--- config.mk ---
export PLATFORM = sky130hd
export DESIGN_NAME = three_channel_running_stats_flat
export DESIGN_NICKNAME = d
export VERILOG_FILES = /design/src/rtl/rstats_pkg.sv /design/src/rtl/rstats_if.sv /design/src/rtl/rstats_accum.sv /design/src/rtl/rstats_divider.sv /design/src/rtl/three_channel_running_stats.sv /design/src/flat_wrapper.sv
export SDC_FILE = /design/constraint.sdc
export NUM_CORES = 1
export LEC_CHECK = 0
export ABC_CLOCK_PERIOD_IN_PS = 10700
export BUFFER_PORTS_ARGS = -buffer_cell sky130_fd_sc_hd__buf_2
export CAP_MARGIN = 15
export CORE_ASPECT_RATIO = 1.5
export CORE_MARGIN = 2
export CORE_UTILIZATION = 35
export DETAILED_ROUTE_END_ITERATION = 8
export GPL_ROUTABILITY_DRIVEN = 0
export GPL_TIMING_DRIVEN = 1
export PLACE_DENSITY = 0.48
export SYNTH_ARGS = -nofsm -noshare
export SYNTH_HDL_FRONTEND = slang
export SYNTH_HIERARCHICAL = 1
export SYNTH_SLANG_ARGS = --single-unit
--- constraint.sdc ---
create_clock -name clock -period 10.7 [get_ports clock]
set_clock_uncertainty 0.15 [all_clocks]
set_input_delay 1.07 -clock clock [delete_from_list [all_inputs] [get_ports clock]]
set_output_delay 1.07 -clock clock [all_outputs]
set_load 0.01 [all_outputs]
--- src/rtl/rstats_pkg.sv ---
// Shared types and constants for the three-channel running statistics block.
`timescale 1ns / 1ps
package rstats_pkg;

   localparam int CHANNELS  = 3;
   localparam int CHAN_BITS = 2;

   localparam logic [CHAN_BITS-1:0] CHAN_TEMP  = 2'd0;
   localparam logic [CHAN_BITS-1:0] CHAN_HUMID = 2'd1;
   localparam logic [CHAN_BITS-1:0] CHAN_LIGHT = 2'd2;

   typedef enum logic [1:0] {
      ST_IDLE,
      ST_ISSUE,
      ST_WAIT,
      ST_LOAD
   } seq_state_type;

   typedef struct packed {
      logic busy;
      logic done;
   } div_status_type;

endpackage

--- src/rtl/rstats_if.sv ---
// Valid/ready channel interfaces for sample words and statistics words.
`timescale 1ns / 1ps
interface rstats_req_if #(
   parameter int SAMPLE_BITS = 16
);
   logic                          valid;
   logic                          ready;
   logic signed [SAMPLE_BITS-1:0] temperature;
   logic signed [SAMPLE_BITS-1:0] humidity;
   logic signed [SAMPLE_BITS-1:0] light_level;

   modport source (output valid, output temperature, output humidity, output light_level,
                   input ready);
   modport sink   (input valid, input temperature, input humidity, input light_level,
                   output ready);
endinterface

interface rstats_rsp_if #(
   parameter int SAMPLE_BITS = 16,
   parameter int COUNT_BITS  = 24
);
   logic                          valid;
   logic                          ready;
   logic        [COUNT_BITS-1:0]  sample_count;
   logic signed [SAMPLE_BITS-1:0] mean_temperature;
   logic signed [SAMPLE_BITS-1:0] mean_humidity;
   logic signed [SAMPLE_BITS-1:0] mean_light;
   logic signed [SAMPLE_BITS-1:0] lowest_temperature;
   logic signed [SAMPLE_BITS-1:0] highest_temperature;
   logic signed [SAMPLE_BITS-1:0] lowest_humidity;
   logic signed [SAMPLE_BITS-1:0] highest_humidity;
   logic signed [SAMPLE_BITS-1:0] lowest_light;
   logic signed [SAMPLE_BITS-1:0] highest_light;
   logic                          count_saturated;

   modport source (output valid, output sample_count, output mean_temperature,
                   output mean_humidity, output mean_light, output lowest_temperature,
                   output highest_temperature, output lowest_humidity,
                   output highest_humidity, output lowest_light, output highest_light,
                   output count_saturated, input ready);
   modport sink   (input valid, input sample_count, input mean_temperature,
                   input mean_humidity, input mean_light, input lowest_temperature,
                   input highest_temperature, input lowest_humidity,
                   input highest_humidity, input lowest_light, input highest_light,
                   input count_saturated, output ready);
endinterface

--- src/rtl/rstats_accum.sv ---
// Per-channel running sums, minima, maxima and the saturating sample count.
`timescale 1ns / 1ps
module rstats_accum #(
   parameter int SAMPLE_BITS = 16,
   parameter int COUNT_BITS  = 24
) (
   input  logic                                      clock,
   input  logic                                      reset,
   input  logic                                      update,
   input  logic signed [SAMPLE_BITS-1:0]             sample  [rstats_pkg::CHANNELS],
   output logic signed [SAMPLE_BITS+COUNT_BITS-1:0]  sum_out [rstats_pkg::CHANNELS],
   output logic signed [SAMPLE_BITS-1:0]             min_out [rstats_pkg::CHANNELS],
   output logic signed [SAMPLE_BITS-1:0]             max_out [rstats_pkg::CHANNELS],
   output logic        [COUNT_BITS-1:0]              count_out,
   output logic                                      full_out
);
   import rstats_pkg::*;

   localparam int SUM_BITS = SAMPLE_BITS + COUNT_BITS;
   localparam logic signed [SAMPLE_BITS-1:0] SAMPLE_MAXV = {1'b0, {(SAMPLE_BITS-1){1'b1}}};
   localparam logic signed [SAMPLE_BITS-1:0] SAMPLE_MINV = {1'b1, {(SAMPLE_BITS-1){1'b0}}};
   localparam logic        [COUNT_BITS-1:0]  COUNT_FULL  = {COUNT_BITS{1'b1}};

   logic signed [SUM_BITS-1:0]    sum_ff [CHANNELS];
   logic signed [SAMPLE_BITS-1:0] min_ff [CHANNELS];
   logic signed [SAMPLE_BITS-1:0] max_ff [CHANNELS];
   logic        [COUNT_BITS-1:0]  count_ff;
   logic                          full_ff;
   logic                          full_now;

   assign full_now = (count_ff == COUNT_FULL);

   always_ff @(posedge clock) begin
      if (reset) begin
         for (int c = 0; c < CHANNELS; c++) begin
            sum_ff[c] <= '0;
            min_ff[c] <= SAMPLE_MAXV;
            max_ff[c] <= SAMPLE_MINV;
         end
         count_ff <= '0;
         full_ff  <= 1'b0;
      end else if (update) begin
         for (int c = 0; c < CHANNELS; c++) begin
            // hold the sums once the count is full
            if (!full_now) begin
               sum_ff[c] <= sum_ff[c] + {{COUNT_BITS{sample[c][SAMPLE_BITS-1]}}, sample[c]};
            end
            if (sample[c] < min_ff[c]) begin
               min_ff[c] <= sample[c];
            end
            if (sample[c] > max_ff[c]) begin
               max_ff[c] <= sample[c];
            end
         end
         if (!full_now) begin
            count_ff <= count_ff + COUNT_BITS'(1);
         end
         full_ff <= full_now;
      end
   end

   always_comb begin
      for (int c = 0; c < CHANNELS; c++) begin
         sum_out[c] = sum_ff[c];
         min_out[c] = min_ff[c];
         max_out[c] = max_ff[c];
      end
   end

   assign count_out = count_ff;
   assign full_out  = full_ff;

   a_count_monotonic : assert property (@(posedge clock) disable iff (reset)
      $past(!reset) |-> count_ff >= $past(count_ff))
      else $error("sample count went backward");

   a_full_means_count_full : assert property (@(posedge clock) disable iff (reset)
      full_ff |-> count_ff == COUNT_FULL)
      else $error("saturated flag without full count");

   a_full_holds_sum : assert property (@(posedge clock) disable iff (reset)
      $past(!reset) && $past(update) && $past(full_now) |-> sum_ff[0] == $past(sum_ff[0]))
      else $error("sum moved while count full");

endmodule

--- src/rtl/rstats_divider.sv ---
// Shared restoring divider: signed sum over unsigned count, one quotient bit a cycle.
`timescale 1ns / 1ps
module rstats_divider #(
   parameter int SAMPLE_BITS = 16,
   parameter int COUNT_BITS  = 24
) (
   input  logic                                     clock,
   input  logic                                     reset,
   input  logic                                     start,
   input  logic signed [SAMPLE_BITS+COUNT_BITS-1:0] numer,
   input  logic        [COUNT_BITS-1:0]             denom,
   output logic signed [SAMPLE_BITS-1:0]            quot,
   output rstats_pkg::div_status_type               status
);
   import rstats_pkg::*;

   localparam int SUM_BITS  = SAMPLE_BITS + COUNT_BITS;
   localparam int STEP_BITS = $clog2(SAMPLE_BITS);

   logic                   busy_ff, busy_in;
   logic                   done_ff, done_in;
   logic [STEP_BITS-1:0]   step_ff, step_in;
   logic [COUNT_BITS-1:0]  rem_ff, rem_in;
   logic [SAMPLE_BITS-1:0] shift_ff, shift_in;
   logic [COUNT_BITS-1:0]  den_ff, den_in;
   logic                   neg_ff, neg_in;
   logic                   zero_ff, zero_in;

   logic [SUM_BITS-1:0]    mag;
   logic [COUNT_BITS:0]    trial;
   logic [COUNT_BITS:0]    diff;
   logic                   fits;

   assign mag   = numer[SUM_BITS-1] ? (~numer + SUM_BITS'(1)) : numer;
   assign trial = {rem_ff, shift_ff[SAMPLE_BITS-1]};
   assign fits  = (trial >= {1'b0, den_ff});
   assign diff  = trial - {1'b0, den_ff};

   always_comb begin
      busy_in  = busy_ff;
      done_in  = 1'b0;
      step_in  = step_ff;
      rem_in   = rem_ff;
      shift_in = shift_ff;
      den_in   = den_ff;
      neg_in   = neg_ff;
      zero_in  = zero_ff;
      if (start && !busy_ff) begin
         // the quotient fits in SAMPLE_BITS, so the upper bits start as the remainder
         busy_in  = 1'b1;
         step_in  = STEP_BITS'(SAMPLE_BITS - 1);
         rem_in   = mag[SUM_BITS-1:SAMPLE_BITS];
         shift_in = mag[SAMPLE_BITS-1:0];
         den_in   = denom;
         neg_in   = numer[SUM_BITS-1];
         zero_in  = (denom == '0);
      end else if (busy_ff) begin
         rem_in   = fits ? diff[COUNT_BITS-1:0] : trial[COUNT_BITS-1:0];
         shift_in = {shift_ff[SAMPLE_BITS-2:0], fits};
         step_in  = step_ff - STEP_BITS'(1);
         if (step_ff == '0) begin
            busy_in = 1'b0;
            done_in = 1'b1;
         end
      end
   end

   always_ff @(posedge clock) begin
      if (reset) begin
         busy_ff <= 1'b0;
         done_ff <= 1'b0;
      end else begin
         busy_ff <= busy_in;
         done_ff <= done_in;
      end
      step_ff  <= step_in;
      rem_ff   <= rem_in;
      shift_ff <= shift_in;
      den_ff   <= den_in;
      neg_ff   <= neg_in;
      zero_ff  <= zero_in;
   end

   always_comb begin
      priority if (zero_ff) begin
         quot = '0;
      end else if (neg_ff) begin
         quot = -shift_ff;
      end else begin
         quot = shift_ff;
      end
   end

   assign status.busy = busy_ff;
   assign status.done = done_ff;

   a_done_after_busy : assert property (@(posedge clock) disable iff (reset)
      done_ff |-> !busy_ff && $past(busy_ff))
      else $error("divider done without a run");

   a_rem_below_den : assert property (@(posedge clock) disable iff (reset)
      busy_ff && !zero_ff |-> rem_ff < den_ff)
      else $error("partial remainder not below divisor");

   a_done_at_last_step : assert property (@(posedge clock) disable iff (reset)
      done_ff |-> $past(step_ff) == '0)
      else $error("divider finished early");

endmodule

--- src/rtl/three_channel_running_stats.sv ---
// Top level of the three-channel running min/max/mean block with its sequencer.
//
//   channel   dir   payload                                          handshake
//   req_chan  in    temperature, humidity, light_level               valid/ready
//   rsp_chan  out   sample_count, 3 means, 3 minima, 3 maxima, flag  valid/ready
//
// A word is accepted only while idle; the next ready waits until the one shared
// divider, turning out one quotient bit a cycle, has produced each of the three
// means in turn and the word has been loaded into the output register.
// Reset is synchronous; it clears the sums and count and sets minima and maxima
// to their extremes. The result sits in an output register, so a stalled rsp_chan
// holds the last word while the next sample is accepted and divided.
`timescale 1ns / 1ps
module three_channel_running_stats #(
   parameter int SAMPLE_BITS = 16,
   parameter int COUNT_BITS  = 24
) (
   input logic         clock,
   input logic         reset,
   rstats_req_if.sink  req_chan,
   rstats_rsp_if.source rsp_chan
);
   import rstats_pkg::*;

   localparam int SUM_BITS = SAMPLE_BITS + COUNT_BITS;

   seq_state_type           state_ff, state_in;
   logic [CHAN_BITS-1:0]    chan_ff, chan_in;
   logic signed [SAMPLE_BITS-1:0] mean_ff [CHANNELS];
   logic                    rsp_valid_ff, rsp_valid_in;

   logic                    accept;
   logic                    div_start;
   logic                    capture;
   logic                    load;

   logic signed [SAMPLE_BITS-1:0] sample  [CHANNELS];
   logic signed [SUM_BITS-1:0]    sum_w   [CHANNELS];
   logic signed [SAMPLE_BITS-1:0] min_w   [CHANNELS];
   logic signed [SAMPLE_BITS-1:0] max_w   [CHANNELS];
   logic        [COUNT_BITS-1:0]  count_w;
   logic                          full_w;
   logic signed [SAMPLE_BITS-1:0] quot_w;
   div_status_type                div_status;

   logic        [COUNT_BITS-1:0]  out_count_ff;
   logic signed [SAMPLE_BITS-1:0] out_mean_ff [CHANNELS];
   logic signed [SAMPLE_BITS-1:0] out_min_ff  [CHANNELS];
   logic signed [SAMPLE_BITS-1:0] out_max_ff  [CHANNELS];
   logic                          out_full_ff;

   assign req_chan.ready = (state_ff == ST_IDLE);
   assign accept         = req_chan.valid && req_chan.ready;

   assign sample[CHAN_TEMP]  = req_chan.temperature;
   assign sample[CHAN_HUMID] = req_chan.humidity;
   assign sample[CHAN_LIGHT] = req_chan.light_level;

   rstats_accum #(
      .SAMPLE_BITS (SAMPLE_BITS),
      .COUNT_BITS  (COUNT_BITS)
   ) u_accum (
      .clock     (clock),
      .reset     (reset),
      .update    (accept),
      .sample    (sample),
      .sum_out   (sum_w),
      .min_out   (min_w),
      .max_out   (max_w),
      .count_out (count_w),
      .full_out  (full_w)
   );

   rstats_divider #(
      .SAMPLE_BITS (SAMPLE_BITS),
      .COUNT_BITS  (COUNT_BITS)
   ) u_divider (
      .clock  (clock),
      .reset  (reset),
      .start  (div_start),
      .numer  (sum_w[chan_ff]),
      .denom  (count_w),
      .quot   (quot_w),
      .status (div_status)
   );

   always_comb begin
      state_in     = state_ff;
      chan_in      = chan_ff;
      div_start    = 1'b0;
      capture      = 1'b0;
      load         = 1'b0;
      rsp_valid_in = rsp_valid_ff;
      if (rsp_chan.valid && rsp_chan.ready) begin
         rsp_valid_in = 1'b0;
      end
      unique case (state_ff)
         ST_IDLE: begin
            if (accept) begin
               chan_in  = CHAN_TEMP;
               state_in = ST_ISSUE;
            end
         end
         ST_ISSUE: begin
            if (!div_status.busy) begin
               div_start = 1'b1;
               state_in  = ST_WAIT;
            end
         end
         ST_WAIT: begin
            if (div_status.done) begin
               capture = 1'b1;
               if (chan_ff == CHAN_LIGHT) begin
                  state_in = ST_LOAD;
               end else begin
                  chan_in  = chan_ff + CHAN_BITS'(1);
                  state_in = ST_ISSUE;
               end
            end
         end
         ST_LOAD: begin
            // wait for the output register to drain
            if (!rsp_valid_ff || rsp_chan.ready) begin
               load         = 1'b1;
               rsp_valid_in = 1'b1;
               state_in     = ST_IDLE;
            end
         end
         default: begin
            state_in = ST_IDLE;
         end
      endcase
   end

   always_ff @(posedge clock) begin
      if (reset) begin
         state_ff     <= ST_IDLE;
         chan_ff      <= CHAN_TEMP;
         rsp_valid_ff <= 1'b0;
      end else begin
         state_ff     <= state_in;
         chan_ff      <= chan_in;
         rsp_valid_ff <= rsp_valid_in;
      end
   end

   always_ff @(posedge clock) begin
      if (capture) begin
         mean_ff[chan_ff] <= quot_w;
      end
      if (load) begin
         out_count_ff <= count_w;
         out_full_ff  <= full_w;
         for (int c = 0; c < CHANNELS; c++) begin
            out_mean_ff[c] <= mean_ff[c];
            out_min_ff[c]  <= min_w[c];
            out_max_ff[c]  <= max_w[c];
         end
      end
   end

   assign rsp_chan.valid               = rsp_valid_ff;
   assign rsp_chan.sample_count        = out_count_ff;
   assign rsp_chan.mean_temperature    = out_mean_ff[CHAN_TEMP];
   assign rsp_chan.mean_humidity       = out_mean_ff[CHAN_HUMID];
   assign rsp_chan.mean_light          = out_mean_ff[CHAN_LIGHT];
   assign rsp_chan.lowest_temperature  = out_min_ff[CHAN_TEMP];
   assign rsp_chan.highest_temperature = out_max_ff[CHAN_TEMP];
   assign rsp_chan.lowest_humidity     = out_min_ff[CHAN_HUMID];
   assign rsp_chan.highest_humidity    = out_max_ff[CHAN_HUMID];
   assign rsp_chan.lowest_light        = out_min_ff[CHAN_LIGHT];
   assign rsp_chan.highest_light       = out_max_ff[CHAN_LIGHT];
   assign rsp_chan.count_saturated     = out_full_ff;

   a_start_when_free : assert property (@(posedge clock) disable iff (reset)
      div_start |-> !div_status.busy && !div_status.done)
      else $error("divider started while in use");

   a_load_after_last : assert property (@(posedge clock) disable iff (reset)
      state_ff == ST_LOAD |-> chan_ff == CHAN_LIGHT)
      else $error("result loaded before all means");

   a_no_overwrite : assert property (@(posedge clock) disable iff (reset)
      load |-> !rsp_valid_ff || rsp_chan.ready)
      else $error("output word overwritten while stalled");

   a_count_nonzero_at_load : assert property (@(posedge clock) disable iff (reset)
      load |-> count_w != '0)
      else $error("result with zero count");

endmodule

--- src/flat_wrapper.sv ---
// flat-port wrapper written by rule: the top's interface ports become plain ports
module three_channel_running_stats_flat import rstats_pkg::*;
#(
   parameter int SAMPLE_BITS = 16,
   parameter int COUNT_BITS  = 24
)
  (clock, reset, req_chan_valid, req_chan_temperature, req_chan_humidity, req_chan_light_level, req_chan_ready, rsp_chan_valid, rsp_chan_sample_count, rsp_chan_mean_temperature, rsp_chan_mean_humidity, rsp_chan_mean_light, rsp_chan_lowest_temperature, rsp_chan_highest_temperature, rsp_chan_lowest_humidity, rsp_chan_highest_humidity, rsp_chan_lowest_light, rsp_chan_highest_light, rsp_chan_count_saturated, rsp_chan_ready);
  rstats_req_if #(.SAMPLE_BITS(SAMPLE_BITS)) req_chan_i ();
  rstats_rsp_if #(.SAMPLE_BITS(SAMPLE_BITS), .COUNT_BITS(COUNT_BITS)) rsp_chan_i ();
  input logic clock;
  input logic reset;
  input wire logic [$bits(req_chan_i.valid)-1:0] req_chan_valid;
  input wire logic [$bits(req_chan_i.temperature)-1:0] req_chan_temperature;
  input wire logic [$bits(req_chan_i.humidity)-1:0] req_chan_humidity;
  input wire logic [$bits(req_chan_i.light_level)-1:0] req_chan_light_level;
  output wire logic [$bits(req_chan_i.ready)-1:0] req_chan_ready;
  output wire logic [$bits(rsp_chan_i.valid)-1:0] rsp_chan_valid;
  output wire logic [$bits(rsp_chan_i.sample_count)-1:0] rsp_chan_sample_count;
  output wire logic [$bits(rsp_chan_i.mean_temperature)-1:0] rsp_chan_mean_temperature;
  output wire logic [$bits(rsp_chan_i.mean_humidity)-1:0] rsp_chan_mean_humidity;
  output wire logic [$bits(rsp_chan_i.mean_light)-1:0] rsp_chan_mean_light;
  output wire logic [$bits(rsp_chan_i.lowest_temperature)-1:0] rsp_chan_lowest_temperature;
  output wire logic [$bits(rsp_chan_i.highest_temperature)-1:0] rsp_chan_highest_temperature;
  output wire logic [$bits(rsp_chan_i.lowest_humidity)-1:0] rsp_chan_lowest_humidity;
  output wire logic [$bits(rsp_chan_i.highest_humidity)-1:0] rsp_chan_highest_humidity;
  output wire logic [$bits(rsp_chan_i.lowest_light)-1:0] rsp_chan_lowest_light;
  output wire logic [$bits(rsp_chan_i.highest_light)-1:0] rsp_chan_highest_light;
  output wire logic [$bits(rsp_chan_i.count_saturated)-1:0] rsp_chan_count_saturated;
  input wire logic [$bits(rsp_chan_i.ready)-1:0] rsp_chan_ready;
  assign req_chan_i.valid = req_chan_valid;
  assign req_chan_i.temperature = req_chan_temperature;
  assign req_chan_i.humidity = req_chan_humidity;
  assign req_chan_i.light_level = req_chan_light_level;
  assign req_chan_ready = req_chan_i.ready;
  assign rsp_chan_valid = rsp_chan_i.valid;
  assign rsp_chan_sample_count = rsp_chan_i.sample_count;
  assign rsp_chan_mean_temperature = rsp_chan_i.mean_temperature;
  assign rsp_chan_mean_humidity = rsp_chan_i.mean_humidity;
  assign rsp_chan_mean_light = rsp_chan_i.mean_light;
  assign rsp_chan_lowest_temperature = rsp_chan_i.lowest_temperature;
  assign rsp_chan_highest_temperature = rsp_chan_i.highest_temperature;
  assign rsp_chan_lowest_humidity = rsp_chan_i.lowest_humidity;
  assign rsp_chan_highest_humidity = rsp_chan_i.highest_humidity;
  assign rsp_chan_lowest_light = rsp_chan_i.lowest_light;
  assign rsp_chan_highest_light = rsp_chan_i.highest_light;
  assign rsp_chan_count_saturated = rsp_chan_i.count_saturated;
  assign rsp_chan_i.ready = rsp_chan_ready;
  three_channel_running_stats #(.SAMPLE_BITS(SAMPLE_BITS), .COUNT_BITS(COUNT_BITS)) u_core (.clock(clock), .reset(reset), .req_chan(req_chan_i), .rsp_chan(rsp_chan_i));
endmodule
# After elaboration in Yosys (flattened, before gate mapping)
# Memory sizes are Yosys's and may differ from the RTL's.
# Cells that the tools add are included.
[totals]
in_bits = 52
reg_bits = 127
elab_cells = 154
ramBits = 408
n_memories = 7
output_inout_bits = 171
[memory_table]
columns = ["name", "words", "word_bits", "rd", "rd_ports_with_merged_regs", "wr", "line_no", "text"]
rows = [
  ["u_core.u_accum.sum_ff", 3, 40, 3, 0, 3, "rstats_accum.sv:24", "logic signed [SUM_BITS-1:0] sum_ff [CHANNELS];"],
  ["u_core.mean_ff", 3, 16, 3, 0, 1, "three_channel_running_stats.sv:29", "logic signed [SAMPLE_BITS-1:0] mean_ff [CHANNELS];"],
  ["u_core.out_max_ff", 3, 16, 3, 0, 3, "three_channel_running_stats.sv:49", "logic signed [SAMPLE_BITS-1:0] out_max_ff [CHANNELS];"],
  ["u_core.out_mean_ff", 3, 16, 3, 0, 3, "three_channel_running_stats.sv:47", "logic signed [SAMPLE_BITS-1:0] out_mean_ff [CHANNELS];"],
  ["u_core.out_min_ff", 3, 16, 3, 0, 3, "three_channel_running_stats.sv:48", "logic signed [SAMPLE_BITS-1:0] out_min_ff [CHANNELS];"],
  ["u_core.u_accum.max_ff", 3, 16, 3, 0, 3, "rstats_accum.sv:26", "logic signed [SAMPLE_BITS-1:0] max_ff [CHANNELS];"],
  ["+1 memories", "--", "--", "--", "--", "--", "--", ""],
]
[classes]
n_reduce_logical = 15
magnitude_cmp = 8
n_eq_ne = 10
n_addsub = 9
n_mux = 77
n_bitwise = 13
[op_table]
columns = ["op", "n"]
rows = [
  ["2-to-1 mux 40 bit", 6],
  ["2-to-1 mux 16 bit", 10],
  ["adder 40 bit", 3],
  ["binary-select mux 40 bit (select 2 bit)", 1],
  ["2-to-1 mux 24 bit", 3],
  ["greater-than comparator 16 bit", 3],
  ["< comparator 16 bit", 3],
  ["2-to-1 mux 1 bit", 47],
  ["adder 40 x 2 -> 40 bit, second input constant", 1],
  ["NOT 40 bit", 1],
  [">= comparator 25 x 24 -> 1 bit", 1],
  ["adder 24 x 1 -> 24 bit, second input constant", 1],
  ["== test 24 bit, second input constant", 1],
  ["zero test 24 bit", 1],
  ["subtractor 24 bit", 1],
  ["2-to-1 mux 2 bit", 8],
  ["negation 16 bit", 1],
  ["bitwise OR 1 bit", 9],
  ["inequality test 2 bit, second input constant", 4],
  ["one-hot mux 2 bit (4 select lines)", 1],
  ["AND reduction 4 bit", 2],
  ["== test 2 bit, second input constant", 3],
  ["zero test 4 bit", 1],
  ["one-hot mux 2 bit (2 select lines)", 1],
  ["14 further kinds", 19],
]

# Depth between registers and ports, before layout
[depth]
word_depth = 8
ltp_mapped = 15
ltp_nobuf = 13

# Modules after synthesis
# The synthesis kept the hierarchy.
[by_module_without_submodules]
columns = ["mod", "area_per_inst_um2", "seq_area_each_um2", "instances", "cells_per_inst"]
rows = [
  ["rstats_accum", 17418.0, 6986.7, 1, 1816],
  ["three_channel_running_stats", 7721.2, 6616.3, 1, 393],
  ["rstats_divider", 5410.2, 2102.0, 1, 584],
]

# Worst setup path before layout
# Ideal clock, no wire load.
[synth_path]
path_type = "input to register"
start = "input port rsp_chan_ready"
end = "memory u_core.out_max_ff[0][0] (enable)"
stages = 2
path_buffers = 0
arrival_ns = 8.088
setup_slack_ns = 1.761
path_cell_list = "nor2b_4 nor2_1"
[synth_rtl]
columns = ["element", "line_no", "text"]
rows = [
  ["start, declared", "flat_wrapper.sv:29", "input wire logic [$bits(rsp_chan_i.ready)-1:0] rsp_chan_ready;"],
  ["end, declared", "three_channel_running_stats.sv:49", ""],
]

# Final worst setup path
[layout_path]
start = "register u_core.chan_ff[1]"
end = "register u_core.u_divider.rem_ff[22], data pin"
[layout_via]
elab_chain_cells = 8
[layout_rtl]
columns = ["element", "line_no", "text"]
rows = [
  ["start, declared", "three_channel_running_stats.sv:28", "logic [CHAN_BITS-1:0] chan_ff, chan_in;"],
  ["start signal, assigned", "three_channel_running_stats.sv:142", "chan_ff <= chan_in;"],
  ["NOT 2 -> 3 bit (not written as such) (*)", "three_channel_running_stats.sv:81", ".numer (sum_w[chan_ff]),"],
  ["binary-select mux 40 bit (select 2 bit) (*)", "three_channel_running_stats.sv:81", ""],
  ["2-to-1 mux 40 bit (not written as such) (*) (2 in a row)", "three_channel_running_stats.sv:81", ""],
  ["NOT 40 bit", "rstats_divider.sv:34", "assign mag = numer[SUM_BITS-1] ? (~numer + SUM_BITS'(1)) : numer;"],
  ["adder 40 x 2 -> 40 bit", "rstats_divider.sv:34", ""],
  ["2-to-1 mux 40 bit (*)", "rstats_divider.sv:34", ""],
  ["2-to-1 mux 24 bit (*)", "rstats_divider.sv:48", "if (start && !busy_ff) begin"],
  ["named net u_core.u_divider.rem_in[22]", "rstats_divider.sv:23", "logic [COUNT_BITS-1:0] rem_ff, rem_in;"],
  ["end signal, assigned", "rstats_divider.sv:77", "rem_ff <= rem_in;"],
  ["end, declared", "rstats_divider.sv:23", ""],
]
# The timed path passes the listed nets; every way through them passes the cells marked *. The select of a mux whose other input is x is not followed.
# A chain may end at the register's enable or synchronous reset.

==> out/results.ini <==
[grt]
grt_max_degree = 153
antenna_found_initial = 0
grt_pass1_wl_mm = 126
track_usage_pct = 17.7
grt_pass1_vias = 22242
grt-ovfl-total = 0

[worst_setup_path]
required_ns = 10.88
rrSetupSlack_ns = 6.34
crit_type = reg -> reg
r2r_cells = 12
start_kind = flop
max_stage_delay_ns = 0.60
path_cells = buf_4, mux2i_1, o21ai_1, inv_1, ha_1, or3b_2, nor3_1, nand4_1, or3_1, o41ai_2, xor2_1, a22oi_1
r2r_end = u_core/u_divider/rem_ff[22]
worstPathMaxFanout = 44
r2r_start = u_core/chan_ff[1]
crit_arrival_ns = 4.55
crit_path_end_kind = flop
slowest_stage = buf_4

[timing]
fin_hold_ws_ns = 0.262
fin_setup_tns_ns = 0
finalSetupViolCount = 0
hold_viol_final = 0
clock.fmax_ghz = 0.229
max_slew_margin_pct = 20.5
fin_crit_ns = 4.36
finalMaxSlewViolations = 0
grt_setup_unrepaired = no
period_share_pct = 40.8
tightest_slew_ns = 1.19

[cts]
cts_max_path_buffers = 3
cts-resized-gates = 0
htree_num_levels = 2
cts_root_buf = clkbuf_16
cts_hold_buffers = 0
clk_latency_ns = 0.66
cts_setup_buffers = 0
path_clk_slew_ns = 0.06
numCtsBuffers = 55
tritoncts = done
cts.sinks = 535

[final_layout]
antennaDiodeCount = 0
layout.cells.non_filler = 4197
nets = 3308
area_delta_synth_final_pct = 14.1
fill_cells = 8299
layout_common_cells = 499 x edfxtp_1, 273 x nor2_1, 241 x ha_1
layout_commonest_cell = edfxtp_1
drive_above_1_share_pct = 12.9

[placement]
portBuffers = 222
hpwl_mm = 59.8
dp_cells = 4093

[outcome]
outcome = finished, final reports clean

[synth]
synth-seq-cells = 535
yosys_warnings = 6
synth-edff-count = 499
async_flop_share_pct = 0
synth_nets = 3090
synth-main-ff-cell = edfxtp_1
syn_area_per_cell_um2 = 10.9
syn_inst = 2793
synth_cell_type_count = 97
ys_seq_area_share_pct = 51.4
synth_area_um2 = 30500

[hold_path]
min_path_type = reg -> reg
holdPathStages = 0
hold-path-endpoint = u_core/out_mean_ff[0][37]
hold_start = u_core/mean_ff[2][5]

[route]
vias_per_cell = 5.22
vias = 21894
drt-initial-drc-count = 1111
drt_pass1_iterations = 5
routedWlPerCell_um = 19.3
ant_nets = 0
drc_errors = 0
wirelength_mm = 81.1

[power_and_ir_drop]
power.total_mw = 6.15
powerDensity_nw_per_um2 = 176
peakVddDrop_mv = 0.117
leakagePower_nw = 13.9

[die]
row_count = 132
coreArea_um2 = 86400
die_area_um2 = 89700
start_util_pct = 35.4
die_h_um = 366
die-width_um = 245
pin_count = 223

[run]
cap_violations = 0

-- synth_stat cells (8+ instances only) --
| cell type | instances | area (um2) |
|---|---|---|
| nor3_1 | 46 | 230 |
| dfxtp_1 | 36 | 721 |
| or2_2 | 8 | 50.1 |
| nand3_1 | 40 | 200 |
| nand2_1 | 185 | 694 |
| nand4_1 | 38 | 238 |
| nor4_1 | 12 | 75.1 |
| o21a_1 | 29 | 218 |
| a31oi_1 | 24 | 150 |
| nor2b_1 | 62 | 388 |
| a21o_1 | 104 | 781 |
| or3_1 | 17 | 106 |
| ha_1 | 241 | 3020 |
| xnor2_1 | 82 | 718 |
| o211ai_1 | 13 | 97.6 |
| a211oi_1 | 26 | 195 |
| inv_1 | 174 | 653 |
| mux2i_1 | 59 | 591 |
| o21ai_0 | 137 | 686 |
| nand2b_1 | 25 | 156 |
| o21bai_1 | 25 | 188 |
| and2_1 | 21 | 131 |
| and3_1 | 24 | 150 |
| clkbuf_1 | 50 | 188 |
| o31ai_1 | 20 | 150 |
| xor2_1 | 99 | 867 |
| edfxtp_1 | 499 | 15000 |
| o21ai_1 | 72 | 360 |
| buf_2 | 21 | 105 |
| a21oi_1 | 183 | 916 |
| nor2_1 | 274 | 1030 |
-- cells by family (layout without fill, tap and decap cells) --
group,after synthesis,after routing,synth area share [%]
XOR/XNOR,181,181,5.19
AND/OR/NAND/NOR,797,797,12.7
multiplexers,60,60,2.01
buffers and inverters,259,524,3.37
adder cells (fa/ha/maj),245,245,10.1
AO/OA/AOI/OAI,716,716,15.2
flip-flops,535,535,51.4
-- routing by layer --
| layer | GRT usage, % | up-vias | wire length (um) |
|---|---|---|---|
| met4 | 5.70 | 0 | 2300 |
| met3 | 2.04 | 119 | 3020 |
| met5 | 0 | - | 0 |
| met2 | 33.0 | 459 | 42400 |
| met1 | 20.9 | 10616 | 33300 |
| li1 | - | 10700 | - |
-- where the power goes --
part / internal (mW) / leakage [nW] / total [mW] / switching (mW)
Combinational: 0.586 / 7.96 / 1.50 / 0.915
Clock: 1.19 / 0.909 / 2.04 / 0.853
Sequential: 2.50 / 5.07 / 2.61 / 0.107
-- registers in the layout, summed over array words and instances (netlist names), 48 cells and up --
signal / flops
u_core/mean_ff: 48
u_core/u_accum/sum_ff: 120
u_core/u_accum/min_ff: 48
u_core/out_max_ff: 48
u_core/out_mean_ff: 48
u_core/u_accum/max_ff: 48
u_core/out_min_ff: 48
-- per-stage QoR --
stage	instance area [um2]	setup slack [ns]	util, %
after floorplan	30500	1.76	-
after global placement	32900	6.18	38.1
after detailed placement	32900	6.09	38.1
after CTS	34900	6.29	40.4
after global routing	34900	6.11	40.4
final	34900	6.34	40.4
-- final cells by class --
class / count / area [um2] / area share [%]
Clock buffer: 71 / 1460 / 4.18
Sequential cell: 535 / 15700 / 45.1
Inverter: 174 / 656 / 1.88
Tap cell: 1139 / 1430 / 4.09
Multi-Input combinational cell: 1999 / 13900 / 39.8
Clock inverter: 33 / 455 / 1.31
Timing Repair Buffer: 246 / 1300 / 3.74
-- critical path: cells and delay by family (launching register included) --
| kind | cells | cell delay, ns |
|---|---|---|
| AO/OA/AOI/OAI | 3 | 0.53 |
| multiplexers | 1 | 0.30 |
| flip-flops | 1 | 0.32 |
| XOR/XNOR | 1 | 0.22 |
| AND/OR/NAND/NOR | 4 | 1.61 |
| adder cells (fa/ha/maj) | 1 | 0.17 |
| buffers and inverters | 2 | 0.70 |
-- worst max-delay path by stage --
stage                              from                       endpoint  slack, ns  cells after the start
4_1_cts               u_core/chan_ff[1]    u_core/u_divider/rem_ff[22]       6.29                     12
6_report              u_core/chan_ff[1]    u_core/u_divider/rem_ff[22]       6.34                     12
2_1_floorplan            rsp_chan_ready        u_core/out_max_ff[0][0]       1.76                      2
3_5_place_dp                      reset   u_core/u_accum/max_ff[0][45]       6.09                      8
3_3_place_gp   req_chan_light_level[15]  u_core/u_accum/sum_ff[0][117]       6.18                     11
5_1_grt               u_core/chan_ff[1]    u_core/u_divider/rem_ff[22]       6.11                     12
(Power assumes the default switching activity.)
